==> src/rtl/core/lps_pkg.sv <==
`default_nettype none

package lps_pkg;

  localparam int COLOR_BITS  = 32;
  localparam int FRAME_BITS  = 15;
  localparam int APB_DATA_BITS = 32;
  localparam int APB_ADDR_BITS = 3;

  localparam logic [FRAME_BITS-1:0] FRAME_WIDTH_RESET  = FRAME_BITS'(640);
  localparam logic [FRAME_BITS-1:0] FRAME_HEIGHT_RESET = FRAME_BITS'(480);

  // Request queue between the front and the back.
  localparam int QUEUE_DEPTH = 2;
  localparam int QPTR_BITS   = 1;
  localparam int QCNT_BITS   = 2;

  typedef enum logic {
    CMD_LOAD = 1'b0,
    CMD_STEP = 1'b1
  } cmd_t;

  typedef enum logic {
    REG_FRAME_WIDTH  = 1'b0,
    REG_FRAME_HEIGHT = 1'b1
  } reg_idx_t;

  typedef struct packed {
    logic [FRAME_BITS-1:0] frame_width;
    logic [FRAME_BITS-1:0] frame_height;
  } frame_t;

endpackage

`default_nettype wire

==> src/rtl/core/lps_cmd_if.sv <==
`default_nettype none

interface lps_cmd_if #(
  parameter int COORD_BITS = 16
) ();
  logic                                valid;
  logic                                ready;
  logic                                command;
  logic signed [COORD_BITS-1:0]        x_start;
  logic signed [COORD_BITS-1:0]        y_start;
  logic signed [COORD_BITS-1:0]        x_end;
  logic signed [COORD_BITS-1:0]        y_end;
  logic [lps_pkg::COLOR_BITS-1:0]      line_color;

  modport source (
    output valid, command, x_start, y_start, x_end, y_end, line_color,
    input  ready
  );
  modport sink (
    input  valid, command, x_start, y_start, x_end, y_end, line_color,
    output ready
  );
endinterface

`default_nettype wire

==> src/rtl/core/lps_pix_if.sv <==
`default_nettype none

interface lps_pix_if #(
  parameter int COORD_BITS = 16
) ();
  logic                                valid;
  logic                                ready;
  logic signed [COORD_BITS-1:0]        pixel_x;
  logic signed [COORD_BITS-1:0]        pixel_y;
  logic [lps_pkg::COLOR_BITS-1:0]      pixel_color;
  logic                                inside_res;
  logic                                last;

  modport source (
    output valid, pixel_x, pixel_y, pixel_color, inside_res, last,
    input  ready
  );
  modport sink (
    input  valid, pixel_x, pixel_y, pixel_color, inside_res, last,
    output ready
  );
endinterface

`default_nettype wire

==> src/rtl/core/line_pixel_stepper.sv <==
// Path: an accepted step request is written into the request queue, and its pixel is loaded into the output
//   register when the back pops it; a stalled pixel output can hold that pop off.
// Throughput: one request per clock, loads and steps alike, while the pixel output is not stalled;
//   the back's decision-term add and the two-entry request queue set that rate.
// Reset: synchronous, active high; clears the queue, the line-active flag and the output
//   valid, and sets frame width 640 and frame height 480.
`default_nettype none

module line_pixel_stepper #(
  parameter int COORD_BITS = 16
) (
  input  logic                                clk,
  input  logic                                rst,
  lps_cmd_if.sink                             cmd,
  lps_pix_if.source                           pix,
  input  logic                                psel,
  input  logic                                penable,
  input  logic                                pwrite,
  input  logic [lps_pkg::APB_ADDR_BITS-1:0]   paddr,
  input  logic [lps_pkg::APB_DATA_BITS-1:0]   pwdata,
  output logic [lps_pkg::APB_DATA_BITS-1:0]   prdata,
  output logic                                pready
);

  // One queued request: the command kind plus the line setup worked out by the
  // front. Setup fields mean nothing for a step request.
  typedef struct packed {
    logic                            is_step;
    logic                            major_is_x;
    logic                            minor_neg;
    logic signed [COORD_BITS-1:0]    start_x;
    logic signed [COORD_BITS-1:0]    start_y;
    logic signed [COORD_BITS-1:0]    major_stop;
    logic [COORD_BITS:0]             minor_delta;
    logic [COORD_BITS:0]             major_delta;
    logic [lps_pkg::COLOR_BITS-1:0]  color;
  } entry_t;

  lps_pkg::frame_t frame;

  logic   q_push;
  logic   q_ready;
  entry_t q_in;
  logic   q_valid;
  entry_t q_out;
  logic   q_pop;

  // Frame size registers behind the APB port.
  lps_cfg u_cfg (
    .clk     (clk),
    .rst     (rst),
    .psel    (psel),
    .penable (penable),
    .pwrite  (pwrite),
    .paddr   (paddr),
    .pwdata  (pwdata),
    .prdata  (prdata),
    .pready  (pready),
    .frame   (frame)
  );

  // Front: take a request, classify it, and for a load pick the major axis,
  // order the endpoints and take the absolute deltas.
  lps_front #(
    .COORD_BITS (COORD_BITS),
    .entry_t    (entry_t)
  ) u_front (
    .cmd     (cmd),
    .q_ready (q_ready),
    .q_push  (q_push),
    .q_data  (q_in)
  );

  // Short queue so the front keeps accepting while the output stalls.
  lps_queue #(
    .entry_t (entry_t)
  ) u_queue (
    .clk        (clk),
    .rst        (rst),
    .push       (q_push),
    .push_data  (q_in),
    .push_ready (q_ready),
    .pop_valid  (q_valid),
    .pop_data   (q_out),
    .pop        (q_pop)
  );

  // Back: hold the line state, emit one pixel per step, advance the
  // decision term, and drop steps that arrive with no line in progress.
  lps_back #(
    .COORD_BITS (COORD_BITS),
    .entry_t    (entry_t)
  ) u_back (
    .clk     (clk),
    .rst     (rst),
    .frame   (frame),
    .q_valid (q_valid),
    .q_data  (q_out),
    .q_pop   (q_pop),
    .pix     (pix)
  );

endmodule

`default_nettype wire

==> src/rtl/core/lps_cfg.sv <==
`default_nettype none

module lps_cfg (
  input  logic                                clk,
  input  logic                                rst,
  input  logic                                psel,
  input  logic                                penable,
  input  logic                                pwrite,
  input  logic [lps_pkg::APB_ADDR_BITS-1:0]   paddr,
  input  logic [lps_pkg::APB_DATA_BITS-1:0]   pwdata,
  output logic [lps_pkg::APB_DATA_BITS-1:0]   prdata,
  output logic                                pready,
  output lps_pkg::frame_t                     frame
);

  lps_pkg::reg_idx_t reg_idx;
  logic              wr_en;

  assign reg_idx = lps_pkg::reg_idx_t'(paddr[lps_pkg::APB_ADDR_BITS-1]);
  assign wr_en   = psel && penable && pwrite;
  assign pready  = 1'b1;

  always_ff @(posedge clk) begin
    if (rst) begin
      frame.frame_width  <= lps_pkg::FRAME_WIDTH_RESET;
      frame.frame_height <= lps_pkg::FRAME_HEIGHT_RESET;
    end else if (wr_en) begin
      unique case (reg_idx)
        lps_pkg::REG_FRAME_WIDTH:  frame.frame_width  <= pwdata[lps_pkg::FRAME_BITS-1:0];
        lps_pkg::REG_FRAME_HEIGHT: frame.frame_height <= pwdata[lps_pkg::FRAME_BITS-1:0];
        default: ;
      endcase
    end
  end

  always_comb begin
    unique case (reg_idx)
      lps_pkg::REG_FRAME_WIDTH:  prdata = lps_pkg::APB_DATA_BITS'(frame.frame_width);
      lps_pkg::REG_FRAME_HEIGHT: prdata = lps_pkg::APB_DATA_BITS'(frame.frame_height);
      default:                   prdata = '0;
    endcase
  end

endmodule

`default_nettype wire

==> src/rtl/core/lps_front.sv <==
`default_nettype none

module lps_front #(
  parameter int  COORD_BITS = 16,
  parameter type entry_t    = logic
) (
  lps_cmd_if.sink  cmd,
  input  logic     q_ready,
  output logic     q_push,
  output entry_t   q_data
);

  localparam int DW = COORD_BITS + 1;

  logic signed [DW-1:0] dx;
  logic signed [DW-1:0] dy;
  logic signed [DW-1:0] minor_raw;
  logic [DW-1:0]        adx;
  logic [DW-1:0]        ady;
  logic                 major_is_x;
  logic                 swap;

  assign cmd.ready = q_ready;
  assign q_push    = cmd.valid && q_ready;

  always_comb begin
    dx = {cmd.x_end[COORD_BITS-1], cmd.x_end} - {cmd.x_start[COORD_BITS-1], cmd.x_start};
    dy = {cmd.y_end[COORD_BITS-1], cmd.y_end} - {cmd.y_start[COORD_BITS-1], cmd.y_start};
    adx = dx[DW-1] ? DW'(-dx) : DW'(dx);
    ady = dy[DW-1] ? DW'(-dy) : DW'(dy);

    // Ties go to y-major.
    major_is_x = ady < adx;
    // Swap endpoints so the major coordinate rises.
    swap       = major_is_x ? dx[DW-1] : dy[DW-1];
    minor_raw  = major_is_x ? dy : dx;

    q_data.is_step    = (cmd.command == lps_pkg::CMD_STEP);
    q_data.major_is_x = major_is_x;
    q_data.minor_neg  = swap ? (!minor_raw[DW-1] && (minor_raw != '0)) : minor_raw[DW-1];
    q_data.start_x    = swap ? cmd.x_end : cmd.x_start;
    q_data.start_y    = swap ? cmd.y_end : cmd.y_start;
    if (major_is_x) begin
      q_data.major_stop = swap ? cmd.x_start : cmd.x_end;
    end else begin
      q_data.major_stop = swap ? cmd.y_start : cmd.y_end;
    end
    q_data.minor_delta = major_is_x ? ady : adx;
    q_data.major_delta = major_is_x ? adx : ady;
    q_data.color       = cmd.line_color;
  end

endmodule

`default_nettype wire

==> src/rtl/core/lps_queue.sv <==
`default_nettype none

module lps_queue #(
  parameter type entry_t = logic
) (
  input  logic   clk,
  input  logic   rst,
  input  logic   push,
  input  entry_t push_data,
  output logic   push_ready,
  output logic   pop_valid,
  output entry_t pop_data,
  input  logic   pop
);

  entry_t                        slots [lps_pkg::QUEUE_DEPTH];
  logic [lps_pkg::QPTR_BITS-1:0] wr_ptr;
  logic [lps_pkg::QPTR_BITS-1:0] rd_ptr;
  logic [lps_pkg::QCNT_BITS-1:0] count;

  assign push_ready = count != lps_pkg::QCNT_BITS'(lps_pkg::QUEUE_DEPTH);
  assign pop_valid  = count != '0;
  assign pop_data   = slots[rd_ptr];

  always_ff @(posedge clk) begin
    if (rst) begin
      wr_ptr <= '0;
      rd_ptr <= '0;
      count  <= '0;
    end else begin
      if (push) begin
        wr_ptr <= (wr_ptr == lps_pkg::QPTR_BITS'(lps_pkg::QUEUE_DEPTH - 1)) ? '0 : wr_ptr + 1'b1;
      end
      if (pop) begin
        rd_ptr <= (rd_ptr == lps_pkg::QPTR_BITS'(lps_pkg::QUEUE_DEPTH - 1)) ? '0 : rd_ptr + 1'b1;
      end
      if (push && !pop) begin
        count <= count + 1'b1;
      end else if (pop && !push) begin
        count <= count - 1'b1;
      end
    end
  end

  always_ff @(posedge clk) begin
    if (push) begin
      slots[wr_ptr] <= push_data;
    end
  end

endmodule

`default_nettype wire

==> src/rtl/core/lps_back.sv <==
`default_nettype none

module lps_back #(
  parameter int  COORD_BITS = 16,
  parameter type entry_t    = logic
) (
  input  logic              clk,
  input  logic              rst,
  input  lps_pkg::frame_t   frame,
  input  logic              q_valid,
  input  entry_t            q_data,
  output logic              q_pop,
  lps_pix_if.source         pix
);

  localparam int DW  = COORD_BITS + 1;
  localparam int DTW = COORD_BITS + 4;
  localparam int CW  = (COORD_BITS > lps_pkg::FRAME_BITS) ? COORD_BITS : lps_pkg::FRAME_BITS;

  logic                            active;
  logic                            major_is_x;
  logic                            minor_neg;
  logic signed [COORD_BITS-1:0]    cur_x;
  logic signed [COORD_BITS-1:0]    cur_y;
  logic signed [COORD_BITS-1:0]    major_stop;
  logic signed [DTW-1:0]           decision;
  logic signed [DTW-1:0]           inc_axis;
  logic signed [DTW-1:0]           inc_diag;
  logic [lps_pkg::COLOR_BITS-1:0]  held_color;

  logic                            out_valid;
  logic signed [COORD_BITS-1:0]    out_x;
  logic signed [COORD_BITS-1:0]    out_y;
  logic [lps_pkg::COLOR_BITS-1:0]  out_color;
  logic                            out_in_frame;
  logic                            out_last;

  logic                            out_free;
  logic                            do_load;
  logic                            do_step;
  logic signed [COORD_BITS-1:0]    major_now;
  logic signed [COORD_BITS-1:0]    minor_now;
  logic signed [COORD_BITS-1:0]    major_next;
  logic signed [COORD_BITS-1:0]    minor_moved;
  logic                            is_last;
  logic                            in_frame;
  logic                            dt_pos;
  logic signed [DTW-1:0]           minor2;
  logic signed [DTW-1:0]           major1;
  logic signed [DTW-1:0]           major2;

  always_comb begin
    out_free = !out_valid || pix.ready;
    // Loads and idle steps drain freely; a live step needs the output slot.
    q_pop    = q_valid && (!q_data.is_step || !active || out_free);
    do_load  = q_pop && !q_data.is_step;
    do_step  = q_pop && q_data.is_step && active;

    major_now   = major_is_x ? cur_x : cur_y;
    minor_now   = major_is_x ? cur_y : cur_x;
    major_next  = major_now + 1'b1;
    minor_moved = minor_neg ? minor_now - 1'b1 : minor_now + 1'b1;
    is_last     = major_now >= major_stop;
    in_frame    = !cur_x[COORD_BITS-1] && !cur_y[COORD_BITS-1] &&
                  (CW'($unsigned(cur_x)) < CW'(frame.frame_width)) &&
                  (CW'($unsigned(cur_y)) < CW'(frame.frame_height));
    dt_pos      = !decision[DTW-1] && (decision != '0);

    minor2 = {{(DTW-DW-1){1'b0}}, q_data.minor_delta, 1'b0};
    major1 = {{(DTW-DW){1'b0}},   q_data.major_delta};
    major2 = {{(DTW-DW-1){1'b0}}, q_data.major_delta, 1'b0};
  end

  always_ff @(posedge clk) begin
    if (rst) begin
      active    <= 1'b0;
      out_valid <= 1'b0;
    end else begin
      if (do_load) begin
        active <= 1'b1;
      end else if (do_step && is_last) begin
        active <= 1'b0;
      end
      if (do_step) begin
        out_valid <= 1'b1;
      end else if (pix.ready) begin
        out_valid <= 1'b0;
      end
    end
  end

  always_ff @(posedge clk) begin
    if (do_load) begin
      major_is_x <= q_data.major_is_x;
      minor_neg  <= q_data.minor_neg;
      cur_x      <= q_data.start_x;
      cur_y      <= q_data.start_y;
      major_stop <= q_data.major_stop;
      decision   <= minor2 - major1;
      inc_axis   <= minor2;
      inc_diag   <= minor2 - major2;
      held_color <= q_data.color;
    end else if (do_step && !is_last) begin
      if (major_is_x) begin
        cur_x <= major_next;
        if (dt_pos) begin
          cur_y <= minor_moved;
        end
      end else begin
        cur_y <= major_next;
        if (dt_pos) begin
          cur_x <= minor_moved;
        end
      end
      decision <= decision + (dt_pos ? inc_diag : inc_axis);
    end
    if (do_step) begin
      out_x        <= cur_x;
      out_y        <= cur_y;
      out_color    <= held_color;
      out_in_frame <= in_frame;
      out_last     <= is_last;
    end
  end

  assign pix.valid       = out_valid;
  assign pix.pixel_x     = out_x;
  assign pix.pixel_y     = out_y;
  assign pix.pixel_color = out_color;
  assign pix.inside_res  = out_in_frame;
  assign pix.last        = out_last;

endmodule

`default_nettype wire

==> src/flat_wrapper.sv <==
// flat-port wrapper written by rule: the top's interface ports become plain ports
module line_pixel_stepper_flat 
#(
  parameter int COORD_BITS = 16
)
  (clk, rst, psel, penable, pwrite, paddr, pwdata, prdata, pready, cmd_valid, cmd_command, cmd_x_start, cmd_y_start, cmd_x_end, cmd_y_end, cmd_line_color, cmd_ready, pix_valid, pix_pixel_x, pix_pixel_y, pix_pixel_color, pix_inside_res, pix_last, pix_ready);
  lps_cmd_if #(.COORD_BITS(COORD_BITS)) cmd_i ();
  lps_pix_if #(.COORD_BITS(COORD_BITS)) pix_i ();
  input  logic clk;
  input  logic rst;
  input  logic psel;
  input  logic penable;
  input  logic pwrite;
  input  logic [lps_pkg::APB_ADDR_BITS-1:0] paddr;
  input  logic [lps_pkg::APB_DATA_BITS-1:0] pwdata;
  output logic [lps_pkg::APB_DATA_BITS-1:0] prdata;
  output logic pready;
  input wire logic [$bits(cmd_i.valid)-1:0] cmd_valid;
  input wire logic [$bits(cmd_i.command)-1:0] cmd_command;
  input wire logic [$bits(cmd_i.x_start)-1:0] cmd_x_start;
  input wire logic [$bits(cmd_i.y_start)-1:0] cmd_y_start;
  input wire logic [$bits(cmd_i.x_end)-1:0] cmd_x_end;
  input wire logic [$bits(cmd_i.y_end)-1:0] cmd_y_end;
  input wire logic [$bits(cmd_i.line_color)-1:0] cmd_line_color;
  output wire logic [$bits(cmd_i.ready)-1:0] cmd_ready;
  output wire logic [$bits(pix_i.valid)-1:0] pix_valid;
  output wire logic [$bits(pix_i.pixel_x)-1:0] pix_pixel_x;
  output wire logic [$bits(pix_i.pixel_y)-1:0] pix_pixel_y;
  output wire logic [$bits(pix_i.pixel_color)-1:0] pix_pixel_color;
  output wire logic [$bits(pix_i.inside_res)-1:0] pix_inside_res;
  output wire logic [$bits(pix_i.last)-1:0] pix_last;
  input wire logic [$bits(pix_i.ready)-1:0] pix_ready;
  assign cmd_i.valid = cmd_valid;
  assign cmd_i.command = cmd_command;
  assign cmd_i.x_start = cmd_x_start;
  assign cmd_i.y_start = cmd_y_start;
  assign cmd_i.x_end = cmd_x_end;
  assign cmd_i.y_end = cmd_y_end;
  assign cmd_i.line_color = cmd_line_color;
  assign cmd_ready = cmd_i.ready;
  assign pix_valid = pix_i.valid;
  assign pix_pixel_x = pix_i.pixel_x;
  assign pix_pixel_y = pix_i.pixel_y;
  assign pix_pixel_color = pix_i.pixel_color;
  assign pix_inside_res = pix_i.inside_res;
  assign pix_last = pix_i.last;
  assign pix_i.ready = pix_ready;
  line_pixel_stepper #(.COORD_BITS(COORD_BITS)) u_core (.clk(clk), .rst(rst), .cmd(cmd_i), .pix(pix_i), .psel(psel), .penable(penable), .pwrite(pwrite), .paddr(paddr), .pwdata(pwdata), .prdata(prdata), .pready(pready));
endmodule
==> config.mk <==
export PLATFORM = sky130hd
export DESIGN_NAME = line_pixel_stepper_flat
export DESIGN_NICKNAME = d
export VERILOG_FILES = /design/src/rtl/core/lps_pkg.sv /design/src/rtl/core/lps_cmd_if.sv /design/src/rtl/core/lps_pix_if.sv /design/src/rtl/core/line_pixel_stepper.sv /design/src/rtl/core/lps_cfg.sv /design/src/rtl/core/lps_front.sv /design/src/rtl/core/lps_queue.sv /design/src/rtl/core/lps_back.sv /design/src/flat_wrapper.sv
export SDC_FILE = /design/constraint.sdc
export NUM_CORES = 1
export LEC_CHECK = 0
export BUFFER_PORTS_ARGS = -buffer_cell sky130_fd_sc_hd__buf_2
export CORE_MARGIN = 5
export CORE_UTILIZATION = 35
export CTS_CLUSTER_SIZE = 14
export DETAILED_ROUTE_END_ITERATION = 10
export PLACE_DENSITY = 0.59
export SYNTH_ARGS = -nofsm -noshare
export SYNTH_HDL_FRONTEND = slang
export SYNTH_SLANG_ARGS = --single-unit
==> constraint.sdc <==
create_clock -name clk -period 9.9 [get_ports clk]
set_input_delay 1.485 -clock clk [delete_from_list [all_inputs] [get_ports clk]]
set_output_delay 1.485 -clock clk [all_outputs]
set_load 0.02 [all_outputs]
Word level (Yosys, flattened, before mapping)
Memories as Yosys holds them, arrays and structs flattened. A register that Yosys moved wholly into a read port is not among the register bits. Index checks and enable logic that the tools add are counted.

Bits in writable memories: 234. Input bits: 139. Memories: 1. Register bits after elaboration: 241.

Reduce and logical (&&, ||, !) cells: 41. Order comparisons: 4. Equal/unequal tests: 2. $add $sub $neg: 14. Mux-type cells: 38. Bitwise logic cells: 1.

Memories: u_core.u_queue.slots (depth 2, bits a word 117, read ports 1, clocked after Yosys merged registers in 1, write ports 1, line lps_queue.sv:16) `entry_t slots [lps_pkg::QUEUE_DEPTH];`.

Operators with widths (count): two-way mux 16 bit (15); two-way mux 17 bit (5); case mux 32 bit (2 select lines) (1); two-way mux 20 bit (3); negation 17 bit (2); subtractor 16 x 16 -> 17 bit (2); adder 16 x 1 -> 16 bit (second input constant) (2); less-than comparator 16 x 15 -> 1 bit (2); adder 20 bit (1); nonzero test 20 bit (1); subtractor 18 x 17 -> 19 bit (1); subtractor 18 x 18 -> 19 bit (1); less-than comparator 17 bit (1); nonzero test 17 bit (1); >= comparator 16 bit (1); logical AND 1 bit (16); subtractor 16 x 1 -> 16 bit (second input constant) (1); two-way mux 1 bit (12); zero test 1 bit (10); nonzero test 2 bit (5); AND reduction 2 bit (4); two-way mux 2 bit (2); logical OR 1 bit (3); inequality test 3 x 1 -> 1 bit (second input constant) (1); other kinds (6) (7).

Logic depth before layout (Yosys ltp)
Word-level depth: 9. Gate-level depth with buffers: 25. Mapped depth without buffers: 23.

Modules after synthesis
From an unflattened synthesis, not the netlist that was laid out.

Cells, all modules: 2279. Area total of the unflattened synthesis: 27102.2 µm².

Modules (own cells, without submodules): lps_back (seq. area each 6135.9 µm², area an instance 12229.2 µm², times used 1, cells each 1077); lps_queue (seq. area each 7126.8 µm², area an instance 8760.9 µm², times used 1, cells each 386); lps_front (seq. area each 0.0 µm², area an instance 4524.3 µm², times used 1, cells each 659); lps_cfg (seq. area each 600.6 µm², area an instance 1587.8 µm², times used 1, cells each 157).

Least setup slack after synthesis
No wires, ideal clock.

Path kind: input to register. Start point: input port cmd_valid. End point: memory u_core.u_queue.slots[0][0] in the netlist's numbering (enable). Arrival: 6444 ps. Slack: 2862 ps. Cell stages on the path: 2. Cell sequence: nand2_1 > nor2_1.

Word-level cells in the longest chain between the ends: 3.

Ends and longest elaborated chain: start: declaration (line flat_wrapper.sv:18) `input wire logic [$bits(cmd_i.valid)-1:0] cmd_valid;`; logical AND 1 bit (line lps_front.sv:24) `assign q_push = cmd.valid && q_ready;`; two-way mux 1 bit (line lps_queue.sv:46) `if (push) begin`; two-way mux 1 bit (implied by the code) (line lps_queue.sv:47) `slots[wr_ptr] <= push_data;`; end: declaration (line lps_queue.sv:16).

Every way passes these cells.

==> results.md <==
* Status: completed
* RSZ-0062 raised after global routing: false
* Min-delay src: u_core.u_back.held_color[3]
* Mean number of vias per cell at between 5 and 6
* Endpoint, Worst Hold: u_core.u_back.pix.pixel_color[3]
* Ratio of final minimum period to clock period at around 76%
* Chip Width at 282 µm
* CTS hold repair buffers at 0
* Final TNS setup at 0 ps
* IO Count at 240
* CTS tree: built
* H-tree depth at 2
* Hold path depth at 0
* Commonest non-fill, non-tap cell in the layout: edfxtp_1
* Post-synth top flop: edfxtp_1
* Chip height at between 200 and 300 µm
* P_leak at between 0.01 and 0.015 µW
* Req. time, crit path at 10,150 ps
* Root Driver: clkbuf_16
* Synth Area per Inst at between 10 and 15 µm²
* # diodes at 0
* FFs w/ async S/R, synth at 0%
* Worst slew pin tran at between 1000 and 1500 ps
* Crit path arrival time at 7730 ps
* Reg-to-reg endpoint: u_core.u_back.cur_y[11]
* Total power at 10,400 µW
* Design Area, Final at just under 0.03 mm²
* TritonCTS buffer count at between 50 and 60
* Hold/Removal Path Class: register to register
* GP Congestion at 0.876
* Final wirelength at 65.4 mm
* Distinct cells, synth at 87
* Routed Antenna Nets at 0
* CTS Sinks at 474
* Die Footprint at 0.0797 mm²
* Non-Filler Instances at ~3,400
* Routed via count at 17,600
* Final Max Tran Viols at 0
* Count of final setup violators at 0
* Syn. warnings at 0
* CP Max Fanout at 16
* Met3 WL at 3.81 mm
* Met2 wire len at 29.5 mm
* Gr ovfl total at 0
* Share of layout cells above drive strength 1 at 19.0%
* Hold WS at 418 ps
* Max Used Layer: met4
* Most frequent cells in the layout: 437 x edfxtp_1, 202 x buf_2, 161 x ha_1
* Relative slew slack at 15.2%
* Flop2flop setup slack at 4730 ps
* DR pass1 iterations at 5
* Initial Util at 35.5%
* Total Routing Usage GR at 15.7%
* Buffer levels on the longest clock path at 3
* 1st-iter DRT viols at 1,279
* Number of flops mapped to enable cells by yosys at 437
* HPWL Detailed at approximately 48 mm
* Peak supply drop at 173 µV
* Number of global-route vias before repair at about 17,000
* Netlist Area Pre-Place at 0.0260 mm²
* Pwr/cell area at roughly 350 mW/mm²
* CP Launch Type: primary input
* Layout Nets at 2,686
* DP Cell Count at around 3,300
* CP Class: primary input to register
* Post-Syn Instances at 2,180
* Synthesized flop and latch total at 474
* Dpl cell area at around 0.028 mm²
* Reg clk slew, reported paths at 60 ps
* Post-CTS Setup Bufs at 0
* Worst R2R Start: u_core.u_back.major_is_x
* First-pass GRT wire length at 98.9 mm
* Worst-case clock skew at between 30 and 40 ps
* Largest net degree at the start of global routing at slightly below 80
* FF-to-FF path depth at 11
* Met1 WL at slightly above 30 mm
* Initial antenna violation count at 1
* Drt drc at 0
* PortBufs at 202
* Seq/Total Area, Yosys at 53.4%
* Area of the core at 0.0732 mm²
* Worst skew pair latency at 610 ps
* Area Overhead vs Synth at 14.9%
* Num rows at 99
* Post-CTS resize count at 0
* Setup crit end kind: register
* WL/cell at 19.4 µm
* Min Tclk post-route at 7480 ps
* Max-cap violations at 0
* Final hold viol count at 0
* Max frequency at approximately 130 MHz
sequential cells by signal (all words and copies together), names as in the netlist, named ones only:
register and cells:
u_core.u_back.major_stop 16, u_core.u_queue.count 2, u_core.u_back.pix.valid 1, u_core.u_queue.wr_ptr 1, u_core.u_queue.slots 234, u_core.u_back.pix.pixel_x 16
u_core.u_back.pix.pixel_color 32, u_core.u_back.pix.inside_res 1, u_core.u_back.held_color 32, u_core.u_back.inc_axis 17, u_core.u_back.cur_y 16, u_core.u_back.decision 20
u_core.u_back.pix.last 1, u_core.u_cfg.frame 30, u_core.u_back.inc_diag 18, u_core.u_back.minor_neg 1, u_core.u_back.cur_x 16, u_core.u_queue.rd_ptr 1
u_core.u_back.major_is_x 1, u_core.u_back.active 1, u_core.u_back.pix.pixel_y 16
synth_stat cells, drive strengths merged (13+ instances only):
cell type | n | share of area [%]
a21oi | 137 | 2.7
and3 | 14 | 0.34
buf | 47 | 1.1
a221oi | 19 | 0.71
a21o | 38 | 1.1
nand2 | 144 | 2.1
mux2 | 123 | 5.5
clkbuf | 46 | 0.67
nor3 | 39 | 0.77
nor2b | 36 | 0.87
nor2 | 110 | 1.6
edfxtp | 437 | 51
inv | 150 | 2.2
xor2 | 58 | 2.0
dfxtp | 37 | 2.9
nand3 | 23 | 0.44
or3 | 15 | 0.36
ha | 161 | 7.8
nand4 | 13 | 0.31
o21ai | 124 | 2.4
xnor2 | 65 | 2.2
nand2b | 19 | 0.46
o21a | 18 | 0.52
a211oi | 26 | 0.75
mux2i | 103 | 4.0
cell families (layout without fill, tap and decap cells):
group / Yosys count / in the layout / share of synthesized area [%]
AO/OA/AOI/OAI: 478 / 478 / 11.9
other: 2 / 18 / 0.0289
buffers and inverters: 243 / 469 / 3.94
XOR/XNOR: 123 / 123 / 4.21
flip-flops: 474 / 474 / 53.4
multiplexers: 226 / 226 / 9.51
adder cells (fa/ha/maj): 167 / 167 / 8.22
AND/OR/NAND/NOR: 467 / 467 / 8.81
through the flow:
step | util, % | setup slack [ps]
floorplan | - | 2860
global placement | 38.2 | 2070
CTS | 40.8 | 2600
finish | 40.8 | 2420
detailed placement | 38.2 | 2040
global route | 40.8 | 2240
routing by layer:
metal | vias up | global-route usage, %
met1 | 8547 | 22.3
met2 | 487 | 25.2
met4 | 0 | 4.06
met3 | 93 | 2.78
met5 | - | 0
li1 | 8470 | -
area by class of cell:
class,count,area [µm²]
timing repair buffer,223,1170
inverter,150,566
sequential,474,13900
clock buffer,65,1410
tap,959,1200
fill,6861,43400
clock inverter,31,452
multi-input combinational,1479,11200
worst max-delay path by stage:
stage / startpoint / end / slack [ps] / cells after the start
finish: cmd_x_end[0] / u_core.u_queue.slots[0][69] / 2420 / 25
global route: cmd_x_end[0] / u_core.u_queue.slots[1][67] / 2240 / 25
CTS: cmd_x_end[0] / u_core.u_queue.slots[0][69] / 2600 / 25
detailed placement: cmd_x_end[0] / u_core.u_queue.slots[1][69] / 2040 / 25
global placement: cmd_x_end[0] / u_core.u_queue.slots[0][68] / 2070 / 25
floorplan: cmd_valid / u_core.u_queue.slots[0][0] / 2860 / 2
power by group:
part | leakage, µW | total [µW] | internal, µW | switching [µW]
registers | 0.00435 | 3440 | 3160 | 285
clock network | 0.000898 | 2100 | 1300 | 808
logic | 0.00629 | 4870 | 1980 | 2890
critical path: stages:
cell      delay, ps
buf_2           110
inv_1            70
ha_1            180
fa_1            220
nor2b_1          80
o31a_1          290
o22a_1          290
a311o_1         410
a21o_1          200
a211o_1         300
nand2_1         290
nor2_1           80
a21oi_1         310
ha_1            300
a21o_1          160
a21o_1          190
a211oi_1        250
o21bai_1        150
a211o_1         390
a221oi_4        300
buf_4           270
nand2b_1        190
buf_4           250
o21ai_0         110
a221oi_1        810
Note: power is estimated with default switching activity, not from simulation.
